--- src/hdl/sii_pkg.sv ---
// Shared types and constants of the subpixel image interpolator.
package sii_pkg;

	localparam int COORD_W = 16;
	localparam int OUT_W   = 18;
	localparam int CNT_W   = 4;
	localparam int K_W     = 3;
	localparam int PASS_W  = 3;

	localparam logic [1:0] MODE_LINEAR  = 2'd0;
	localparam logic [1:0] MODE_CUBIC   = 2'd1;
	localparam logic [1:0] MODE_QUINTIC = 2'd2;

	localparam logic KIND_WRITE = 1'b0;
	localparam logic KIND_QUERY = 1'b1;

	typedef enum logic [3:0] {
		S_IDLE,
		S_START,
		S_READ,
		S_DRAIN,
		S_COEF,
		S_MUL,
		S_ADD,
		S_FIN,
		S_DONE
	} sii_state_t;

	typedef struct packed {
		logic              load;
		logic              rd_en;
		logic [CNT_W-1:0]  cnt;
		logic              coef;
		logic              mul;
		logic              add;
		logic              fin;
		logic [K_W-1:0]    k;
		logic [PASS_W-1:0] pass;
	} sii_cmd_t;

	typedef struct packed {
		logic           is_lin;
		logic           bad_img;
		logic [K_W-1:0] deg;
	} sii_stat_t;

endpackage

--- src/hdl/sii_ctrl.sv ---
// Controller state machine: sequences reads, Horner steps and result hand-off.
module sii_ctrl
	import sii_pkg::*;
(
	input  logic      clk,
	input  logic      arst_n,
	input  logic      in_valid,
	input  logic      kind,
	input  logic      slot_free,
	input  sii_stat_t stat,
	output logic      in_ready,
	output logic      push,
	output sii_cmd_t  cmd
);

	sii_state_t        state_q, state_d;
	logic [CNT_W-1:0]  cnt_q, cnt_d;
	logic [K_W-1:0]    k_q, k_d;
	logic [PASS_W-1:0] pass_q, pass_d;
	logic [CNT_W-1:0]  last_cnt;
	logic [PASS_W-1:0] n_cols;

	always_ff @(posedge clk or negedge arst_n) begin
		if (!arst_n) begin
			state_q <= S_IDLE;
			cnt_q   <= '0;
			k_q     <= '0;
			pass_q  <= '0;
		end else begin
			state_q <= state_d;
			cnt_q   <= cnt_d;
			k_q     <= k_d;
			pass_q  <= pass_d;
		end
	end

	assign last_cnt = stat.is_lin ? CNT_W'(3) : CNT_W'(15);
	assign n_cols   = stat.is_lin ? PASS_W'(2) : PASS_W'(4);

	always_comb begin
		state_d  = state_q;
		cnt_d    = cnt_q;
		k_d      = k_q;
		pass_d   = pass_q;
		in_ready = 1'b0;
		push     = 1'b0;
		cmd      = '0;
		cmd.cnt  = cnt_q;
		cmd.k    = k_q;
		cmd.pass = pass_q;
		unique case (state_q)
			S_IDLE: begin
				in_ready = 1'b1;
				cmd.load = in_valid;
				if (in_valid && kind == KIND_QUERY)
					state_d = S_START;
			end
			S_START: begin
				cnt_d   = '0;
				state_d = stat.bad_img ? S_DONE : S_READ;
			end
			S_READ: begin
				cmd.rd_en = 1'b1;
				if (cnt_q == last_cnt)
					state_d = S_DRAIN;
				else
					cnt_d = cnt_q + CNT_W'(1);
			end
			S_DRAIN: begin
				pass_d  = '0;
				state_d = S_COEF;
			end
			S_COEF: begin
				cmd.coef = 1'b1;
				k_d      = stat.deg - K_W'(1);
				state_d  = S_MUL;
			end
			S_MUL: begin
				cmd.mul = 1'b1;
				state_d = S_ADD;
			end
			S_ADD: begin
				cmd.add = 1'b1;
				if (k_q == '0)
					state_d = S_FIN;
				else begin
					k_d     = k_q - K_W'(1);
					state_d = S_MUL;
				end
			end
			S_FIN: begin
				cmd.fin = 1'b1;
				if (pass_q == n_cols)
					state_d = S_DONE;
				else begin
					pass_d  = pass_q + PASS_W'(1);
					state_d = S_COEF;
				end
			end
			S_DONE: begin
				if (slot_free) begin
					push    = 1'b1;
					state_d = S_IDLE;
				end
			end
			default: state_d = S_IDLE;
		endcase
	end

endmodule

--- config.mk ---
export PLATFORM = sky130hd
export DESIGN_NAME = sii_ctrl
export DESIGN_NICKNAME = d
export VERILOG_FILES = /design/src/hdl/sii_pkg.sv /design/src/hdl/sii_ctrl.sv
export SDC_FILE = /design/constraint.sdc
export NUM_CORES = 1
export LEC_CHECK = 0
export BUFFER_PORTS_ARGS = -buffer_cell sky130_fd_sc_hd__buf_4
export CORE_MARGIN = 2
export CORE_UTILIZATION = 54
export CTS_CLUSTER_DIAMETER = 120
export DETAILED_ROUTE_END_ITERATION = 8
export PLACE_DENSITY = 0.83
export SLEW_MARGIN = 0
export SYNTH_ARGS = -nofsm -noshare
export SYNTH_HDL_FRONTEND = slang
export SYNTH_SLANG_ARGS = --single-unit
export TNS_END_PERCENT = 100
--- constraint.sdc ---
create_clock -name clk -period 3.73 [get_ports clk]
set_input_delay 0.373 -clock clk [delete_from_list [all_inputs] [get_ports clk]]
set_output_delay 0.373 -clock clk [all_outputs]
set_load 0.005 [all_outputs]
==> metrics.cfg, run 1 <==
[worst_setup_path]
crit_type = reg2reg
critical_path.max_fanout = 20
end_kind = register
crit_arrival_ns = 2.50
cp.required_ns = 3.91
worst_setup_path_start_kind = register

[yosys]
synth-edff-count = 0
synth_area_leaders = dfrtp_1, ha_1, nor2_1
synthCells = 106
ys_ff_latch = 14
async_flop_share = 1.000
yosys_warnings = 0
ys_types = 44
synth_area_per_cell_um2 = 8.947
yosysMostFrequentCell = dfrtp_1
synth_top_area_frac = 0.3694
yosysSeqAreaShare = 0.3694
synth_ff_type = dfrtp_1
synth_top_area_cell = dfrtp_1
synth_common_cells = dfrtp_1, nor2_1, nand2_1
syn_nets = 119
syn_area_um2 = 948.4

[global_route]
grt_overflow = 0
antenna_found_initial = 0
grt_pass1_wl_um = 3291
grt_max_degree = 21
grt_pass1_vias = 770
grtUsageTotal = 0.2186

[drt]
drt-pass1-iter-count = 4
vias = 923
drtAntennaViolNets = 0
viasPerCell = 6.195
drt-total-wl_um = 2186
drtIter0Drc = 27
drc_errors = 0
wl_per_cell_um = 14.67

[floorplanning]
fp-row-count = 15
die-area_um2 = 2108
fp.dieH_um = 45.91
core_area_um2 = 1689
die_w_um = 45.91
initial_utilization = 0.5615
pin_count = 28

[hold_path]
hp-class = in2reg

[cells_and_area]
antenna_cells = 0
area_growth_pct = 25.20
drive_gt1_frac = 0.2879
stdcell_area_um2 = 1187
n_fill_cell = 135
finalNetCount = 146

[placed_design]
dpl_worst_slack_ns = 1.449
port_buffers = 27
placed_cell_area_um2 = 1141
gp_congestion = 0.7947
dp_hpwl_um = 1605

[cts]
cts_sinks = 14
htreeDepth = 1
cts_tree = built
clk_latency_ns = 0.29
clock-root-buffer = clkbuf_4
cts_resized = 0
clock_path_buffers = 2
cts_inserted_buffers = 3
clk_pin_slew_ns = 0.09

[sta]
final-max-slew-violation-count = 0
finalCritPeriodShare = 0.6220
fmax_mhz = 431.1
min_period_ns = 2.320
rsz0062_at_grt = false
worst_pin_slew_ns = 0.8296
hold_viol = 0
tns_ns = 0
max_slew_margin = 0.4422
setup_ws_ns = 1.410
fin_skew_ns = 0.005160
finalSetupViolations = 0

[power_and_ir_drop]
cellPowerDensity_nw_per_um2 = 793.2
pwr-share-comb = 0.497
p_sw_frac = 0.4287
p_sw_mw = 0.4037
p_leak_nw = 0.5536
vdd_drop_max_mv = 0.3567
power.internal_mw = 0.5381
clockPowerShare = 0.122
seq_power_share = 0.381

[flow_run]
cap_violations = 0

[status]
status = complete, no violations

timing repair:
action,4_1_cts,5_1_grt
hold buffers,1,0
buffers inserted,0,0
hold endpoints to repair,14,0
per-stage QoR:
stage | hold slack, ns | util | std cells | power (mW)
after global placement | 0.2370 | 0.6756 | 144 | 0.8084
after detailed placement | 0.2347 | 0.6756 | 144 | 0.8270
after CTS | 0.4177 | 0.7030 | 149 | 0.9417
final | 0.4133 | 0.7030 | 149 | 0.9418
after global routing | 0.4579 | 0.7030 | 149 | 1.017
after floorplan | 0.07741 | - | 106 | 0.6463
layout make-up:
type	instances	area, um2	share of cell area
Multi-Input combinational cell	82	551.8	0.4647
Inverter	4	15.01	0.01264
Tap cell	17	21.27	0.01791
Sequential cell	14	350.3	0.2950
Clock buffer	4	36.28	0.03056
Timing Repair Buffer	28	212.7	0.1791
final timing paths:
check | from | endpoint | slack (ns) | cells after the start
setup / recovery | state_q[1]$_DFFE_PN0P_ | k_q[2]$_DFFE_PN0P_ | 1.41 | 6
hold / removal | stat[0] | k_q[0]$_DFFE_PN0P_ | 0.41 | 4
setup reg to reg | state_q[1]$_DFFE_PN0P_ | k_q[2]$_DFFE_PN0P_ | 1.41 | 6
hold reg to reg | k_q[1]$_DFFE_PN0P_ | k_q[1]$_DFFE_PN0P_ | 0.55 | 1
max in group asynchronous | arst_n | k_q[0]$_DFFE_PN0P_ | 3.10 | 2
min in group asynchronous | arst_n | k_q[2]$_DFFE_PN0P_ | 0.46 | 2
logic make-up after synthesis:
group / after synthesis / synth area share
AND/OR/NAND/NOR: 49 / 0.3074
multiplexers: 3 / 0.03166
AO/OA/AOI/OAI: 26 / 0.1939
XOR/XNOR: 1 / 0.009237
buffers and inverters: 10 / 0.04881
adder cells (fa/ha/maj): 3 / 0.03958
flip-flops: 14 / 0.3694
sequential cells by signal (all words and copies together), names as in the netlist:
name / count
cnt_q: 4
state_q: 4
k_q: 3
pass_q: 3
critical path, stage by stage, from the launching register on:
cell and delay [ns]:
dfrtp_1 0.69, nor3b_1 0.55, mux2i_1 0.27, ha_1 0.22
nand2b_1 0.12, o31ai_1 0.07, a221o_1 0.30
routing by layer:
layer / vias to the layer above / share of wire / wire length (um) / GRT usage
met4: 0 / 0.017 / 38 / 0.1086
met1: 434 / 0.43 / 938 / 0.2833
met3: 4 / 0.059 / 129 / 0.03571
li1: 445 / - / - / -
met5: - / 0 / 0 / 0
met2: 40 / 0.49 / 1080 / 0.3472
cell usage in the layout, fill, tap and decap left out, drive strengths merged, types with 2 or more instances in the layout:
cell type | netlist | routed
buf | 4 | 27
dfrtp | 14 | 14
nor2 | 10 | 10
nand2 | 7 | 7
nor3 | 6 | 6
o21ai | 6 | 6
nand2b | 5 | 5
inv | 4 | 4
nand3 | 4 | 4
clkbuf | 2 | 4
mux2i | 3 | 3
a21oi | 3 | 3
a211oi | 3 | 3
ha | 3 | 3
o211ai | 3 | 3
nor3b | 2 | 2
and2 | 2 | 2
o31ai | 2 | 2
nand3b | 2 | 2
a31oi | 2 | 2
power by group through the flow:
stage,logic [mW],registers [mW],clock network [mW]
after CTS,0.472,0.354,0.115
after global placement,0.456,0.352,0
final,0.468,0.359,0.115
after detailed placement,0.470,0.357,0
after global routing,0.522,0.371,0.124
after floorplan,0.357,0.289,0
(Power assumes the default switching activity.)
==> run 2: changes to the inputs <==
CORE_UTILIZATION = 45   (was 54)
PLACE_DENSITY = 0.74   (was 0.83)
clock period = 1.88 ns   (was 3.73 ns; I/O delays follow)
==> run 2 against run 1 <==
Net effect:
- die area is 18% higher
- non-clock buffer count is 11 higher
- clock skew is 0.0054 ns higher
- clock power grew 48%
- via count shrank 0.76%
- wire length grew 3.7%
- sequential share of layout area is 2.3 points lower
- setup slack worse by 1.3 ns
- register-to-register slack got worse by 1.3 ns
- critical path type unchanged
- critical endpoint unchanged
==> metrics.cfg, run 2 (synthesized netlist as in run 1, its figures left out) <==
[cells_and_area]
regArea_um2 = 350.3
n_fill_cell = 158
antenna_cells = 0
biggestRegsByFlops = cnt_q (4), state_q (4)
finalNetCount = 157
final_cell_mix = buf_4, dfrtp_1, nor2_1
multi_input_area_um2 = 573.1
stdcell_area_um2 = 1290
final_common_cell = buf_4
drive_gt1_frac = 0.3662
area_growth_pct = 36.02

[worst_setup_path]
critical_path.max_fanout = 3
endpoint = k_q[2]$_DFFE_PN0P_
ff2ff_setup_slack_ns = 0.07
end_kind = register
r2r_end = k_q[2]$_DFFE_PN0P_
crit_arrival_ns = 1.98
worst_r2r_path_depth = 7
startpoint = state_q[3]$_DFFE_PN0P_
cp.required_ns = 2.05
worst_setup_path_start_kind = register
r2r-start = state_q[3]$_DFFE_PN0P_
crit_type = reg2reg

[sta]
fmax_mhz = 553.2
worst_pin_slew_ns = 0.4006
hold_viol = 0
min_period_ns = 1.808
max_slew_margin = 0.7301
final-max-slew-violation-count = 0
setup_ws_ns = 0.07218
finalSetupViolations = 0
finalCritPeriodShare = 0.9616
rsz0062_at_grt = true
fin_skew_ns = 0.01056

[global_route]
grt_overflow = 0
use_met2 = 0.3622
grt_util_met1 = 0.2381
antenna_found_initial = 0
use_met3 = 0.04242
grt_pass1_vias = 899
grt_pass1_wl_um = 3898
grt-busiest-layer = met2
grt_max_degree = 17
grtUsageTotal = 0.2047

[power_and_ir_drop]
p_leak_nw = 0.6073
vdd_drop_max_mv = 0.7780
cellPowerDensity_nw_per_um2 = 1543

[drt]
drt-pass1-iter-count = 5
drtIter0Drc = 11
drtAntennaViolNets = 0
viasPerCell = 5.420
wl_per_cell_um = 13.41
drc_errors = 0
drt-total-wl_um = 2267
vias = 916

[cts]
cts_sinks = 14
clk_latency_ns = 0.28
cts_inserted_buffers = 3
clock_path_buffers = 2
htreeDepth = 1
cts_tree = built
clk_pin_slew_ns = 0.09
clock-root-buffer = clkbuf_4

[status]
status = complete, no violations

[floorplanning]
fp-row-count = 16
die-area_um2 = 2491
die_w_um = 49.91
fp.dieH_um = 49.91
initial_utilization = 0.4785
core_area_um2 = 1982
pin_count = 28

[placed_design]
dp_hpwl_um = 1701
dpl_worst_slack_ns = 0.04453
placed_cell_area_um2 = 1232
port_buffers = 27
gp_congestion = 0.7853

[hold_path]
hp-class = in2reg
whs_path_depth = 4

[flow_run]
cap_violations = 0

[run 2: through the flow]
stage / power (mW) / util / cells / hold slack [ns] / TNS, ns
2_1_floorplan: 1.304 / - / 106 / -0.1076 / 0
3_3_place_gp: 1.749 / 0.6218 / 163 / 0.05209 / 0
3_5_place_dp: 1.780 / 0.6218 / 163 / 0.05240 / 0
4_1_cts: 1.961 / 0.6383 / 167 / 0.2222 / 0
5_1_grt: 2.172 / 0.6509 / 169 / 0.2619 / -0.02540
6_report: 1.990 / 0.6509 / 169 / 0.2335 / 0
[run 2: area by class of cell]
class / count / area share
multi-input combinational: 82 / 0.4442
clock buffer: 3 / 0.01746
sequential: 14 / 0.2716
inverter: 4 / 0.01164
tap: 27 / 0.02619
timing repair buffer: 39 / 0.2289
[run 2: worst max-delay path, stage by stage, from the launching register on]
cell and delay, ns:
dfrtp_1 0.38, nand2b_4 0.16, nor3b_4 0.25, mux2i_1 0.23, ha_2 0.22, nand2b_1 0.10, o31ai_1 0.07, a221o_1 0.29
[run 2: routing by layer]
| metal | up-vias | wire length, um |
|---|---|---|
| met1 | 424 | 987 |
| met5 | - | 0 |
| li1 | 464 | - |
| met3 | 4 | 112 |
| met4 | 0 | 17 |
| met2 | 24 | 1150 |
[run 2: how the worst min path moves through the flow]
stage / startpoint / endpoint / slack (ns)
3_5_place_dp: arst_n / cnt_q[1]$_DFFE_PN0P_ / 0.05
4_1_cts: stat[3] / state_q[1]$_DFFE_PN0P_ / 0.22
2_1_floorplan: arst_n / cnt_q[0]$_DFFE_PN0P_ / -0.11
6_report: stat[3] / state_q[1]$_DFFE_PN0P_ / 0.23
5_1_grt: stat[0] / k_q[0]$_DFFE_PN0P_ / 0.26
3_3_place_gp: arst_n / cnt_q[1]$_DFFE_PN0P_ / 0.05
[run 2: where the power goes]
part / internal, mW / leakage [nW] / switching (mW) / total, mW
registers: 0.441 / 0.177 / 0.155 / 0.597
logic: 0.645 / 0.416 / 0.579 / 1.22
clock network: 0.0741 / 0.0138 / 0.0960 / 0.170
[run 2: repair_timing]
item / 4_1_cts / 5_1_grt
buffers inserted: 0 / 2
setup endpoints to repair: 0 / 2
hold buffers: 1 / 0
gates resized for setup: 0 / 3
hold endpoints to repair: 14 / 0
==> run 3: changes to the inputs <==
clock period = 1.5 ns   (was 1.88 ns; I/O delays follow)
==> run 3 against run 2 <==
Net effect:
- the run now ends with setup timing left
- critical path depth stayed put
- clock skew fell by 0.0090 ns
- via count rose by 13%
- first-iteration DRC count is 91% higher
- setup slack worse by 0.37 ns
- wire length grew 19%
- sequential share of layout area decreased by 4.8 points
- clock-buffer cell count unchanged
- die area stayed put
- final cell count grew 9.5%
- clock power up 29%
- critical path type unchanged
- largest cell class unchanged
==> metrics.cfg, run 3 (synthesized netlist as in run 1, its figures left out) <==
[status]
status = finished with violations
violations = setup timing

[floorplanning]
initial_utilization = 0.4785
pin_count = 28
fp.dieH_um = 49.91
die_w_um = 49.91
fp-row-count = 16
core_area_um2 = 1982
die-area_um2 = 2491

[cells_and_area]
final_cell_mix = buf_4, dfrtp_1, buf_6
biggestRegsByFlops = cnt_q (4), state_q (4)
finalNetCount = 173
drive_gt1_frac = 0.5380
area_growth_pct = 65.30
final_common_cell = buf_4
stdcell_area_um2 = 1568
layout.cells.non_filler = 185
n_fill_cell = 132
antenna_cells = 0
regArea_um2 = 350.3
multi_input_area_um2 = 680.7

[sta]
worst_pin_slew_ns = 0.3117
rsz0062_at_grt = true
final-max-slew-violation-count = 0
min_period_ns = 1.799
fin_skew_ns = 0.001532
max_slew_margin = 0.7922
setup_ws_ns = -0.2991
hold_viol = 0
finalCritPeriodShare = 1.199
whs_ns = 0.1967
fmax_mhz = 555.8
tns_ns = -1.233
finalSetupViolations = 9

[worst_setup_path]
end_kind = register
worst_setup_path_start_kind = register
slowest_delay_ns = 0.38
cp.required_ns = 1.67
crit_type = reg2reg
path_cells = nand2b_4 > nor3b_4 > mux2i_1 > ha_2 > nand2b_1 > o31ai_1 > a221o_1
worst_r2r_path_depth = 7
critical_path.max_fanout = 3
critical_path.slowest_cell = dfrtp_1
crit_arrival_ns = 1.97

[placed_design]
placed_cell_area_um2 = 1305
gp_congestion = 0.8167
dp.cells = 172
dp_hpwl_um = 1751
port_buffers = 27

[power_and_ir_drop]
cellPowerDensity_nw_per_um2 = 2015
p_total_mw = 3.159
p_leak_nw = 0.7372
vdd_drop_max_mv = 1.232

[cts]
clk_pin_slew_ns = 0.09
clock_path_buffers = 2
htreeDepth = 1
cts_sinks = 14
cts_tree = built
clock-root-buffer = clkbuf_4
cts_inserted_buffers = 3
clk_latency_ns = 0.28

[flow_run]
cap_violations = 0

[drt]
met1Wirelength_um = 1183
met2_length_um = 1345
wl_per_cell_um = 14.63
viasPerCell = 5.605
drc_errors = 0
vias = 1037
top_layer = met4
drtAntennaViolNets = 0
drtIter0Drc = 21
drt-pass1-iter-count = 4
drt-total-wl_um = 2707
wl_met3_um = 167

[global_route]
antenna_found_initial = 0
grt_pass1_wl_um = 4167
grt_overflow = 0
grt_pass1_vias = 913
grtUsageTotal = 0.2197
grt_max_degree = 17

[hold_path]
whs_path_depth = 4
hp-class = in2reg

[run 3: cell types whose count changed in the layout (fill, tap and decap cells not counted), moves of 2 or more]
cell / delta
a211oi_2: +2
inv_1: -2
nand2_1: -2
nor2_1: -2
buf_6: +8
nand2_4: +3
buf_4: +5
a211oi_1: -2
nor3_1: -2
[run 3: cell type report]
cell class                 instances  share of cell area
multi-input combinational         82              0.4342
tap                               27             0.02155
inverter                           4             0.01117
sequential                        14              0.2235
timing repair buffer              55              0.2953
clock buffer                       3             0.01437
[run 3: critical path: cells and delay by family, from the launching register on]
family          cells  cell delay (ns)
fa+ha+maj           1             0.22
compound gates      2             0.36
flops               1             0.38
simple gates        3             0.49
mux                 1             0.24
[run 3: repair_timing]
item,in CTS,in global routing
buffers inserted,3,7
pin swaps,6,7
hold endpoints to repair,14,0
gates resized for setup,11,32
hold buffers,1,0
setup endpoints to repair,11,16
[run 3: power breakdown]
part           internal (mW)  leakage (nW)  switching, mW  total, mW
Combinational           1.21         0.546          0.951       2.16
Sequential             0.553         0.177          0.229      0.781
Clock                 0.0932        0.0138          0.126      0.219
[run 3: path summary, 6_finish.rpt]
check	from	to	slack, ns
max	state_q[3]$_DFFE_PN0P_	k_q[2]$_DFFE_PN0P_	-0.30
min	stat[3]	state_q[1]$_DFFE_PN0P_	0.20
max reg2reg	state_q[3]$_DFFE_PN0P_	k_q[2]$_DFFE_PN0P_	-0.30
min reg2reg	k_q[1]$_DFFE_PN0P_	k_q[1]$_DFFE_PN0P_	0.58
max in group asynchronous	arst_n	state_q[2]$_DFFE_PN0P_	1.06
min in group asynchronous	arst_n	cnt_q[2]$_DFFE_PN0P_	0.27
[run 3: metrics by stage]
| stage | utilization | worst slack (ns) |
|---|---|---|
| after floorplan | - | -0.3174 |
| after detailed placement | 0.6585 | -0.2770 |
| after global placement | 0.6585 | -0.2244 |
| after global routing | 0.7910 | -0.4382 |
| after CTS | 0.7033 | -0.2770 |
| final | 0.7910 | -0.2991 |
[run 3: per-layer routing]
layer / GRT usage / up-vias
li1: - / 495
met4: 0.07870 / 0
met1: 0.2964 / 503
met2: 0.3422 / 37
met5: 0 / -
met3: 0.05152 / 2
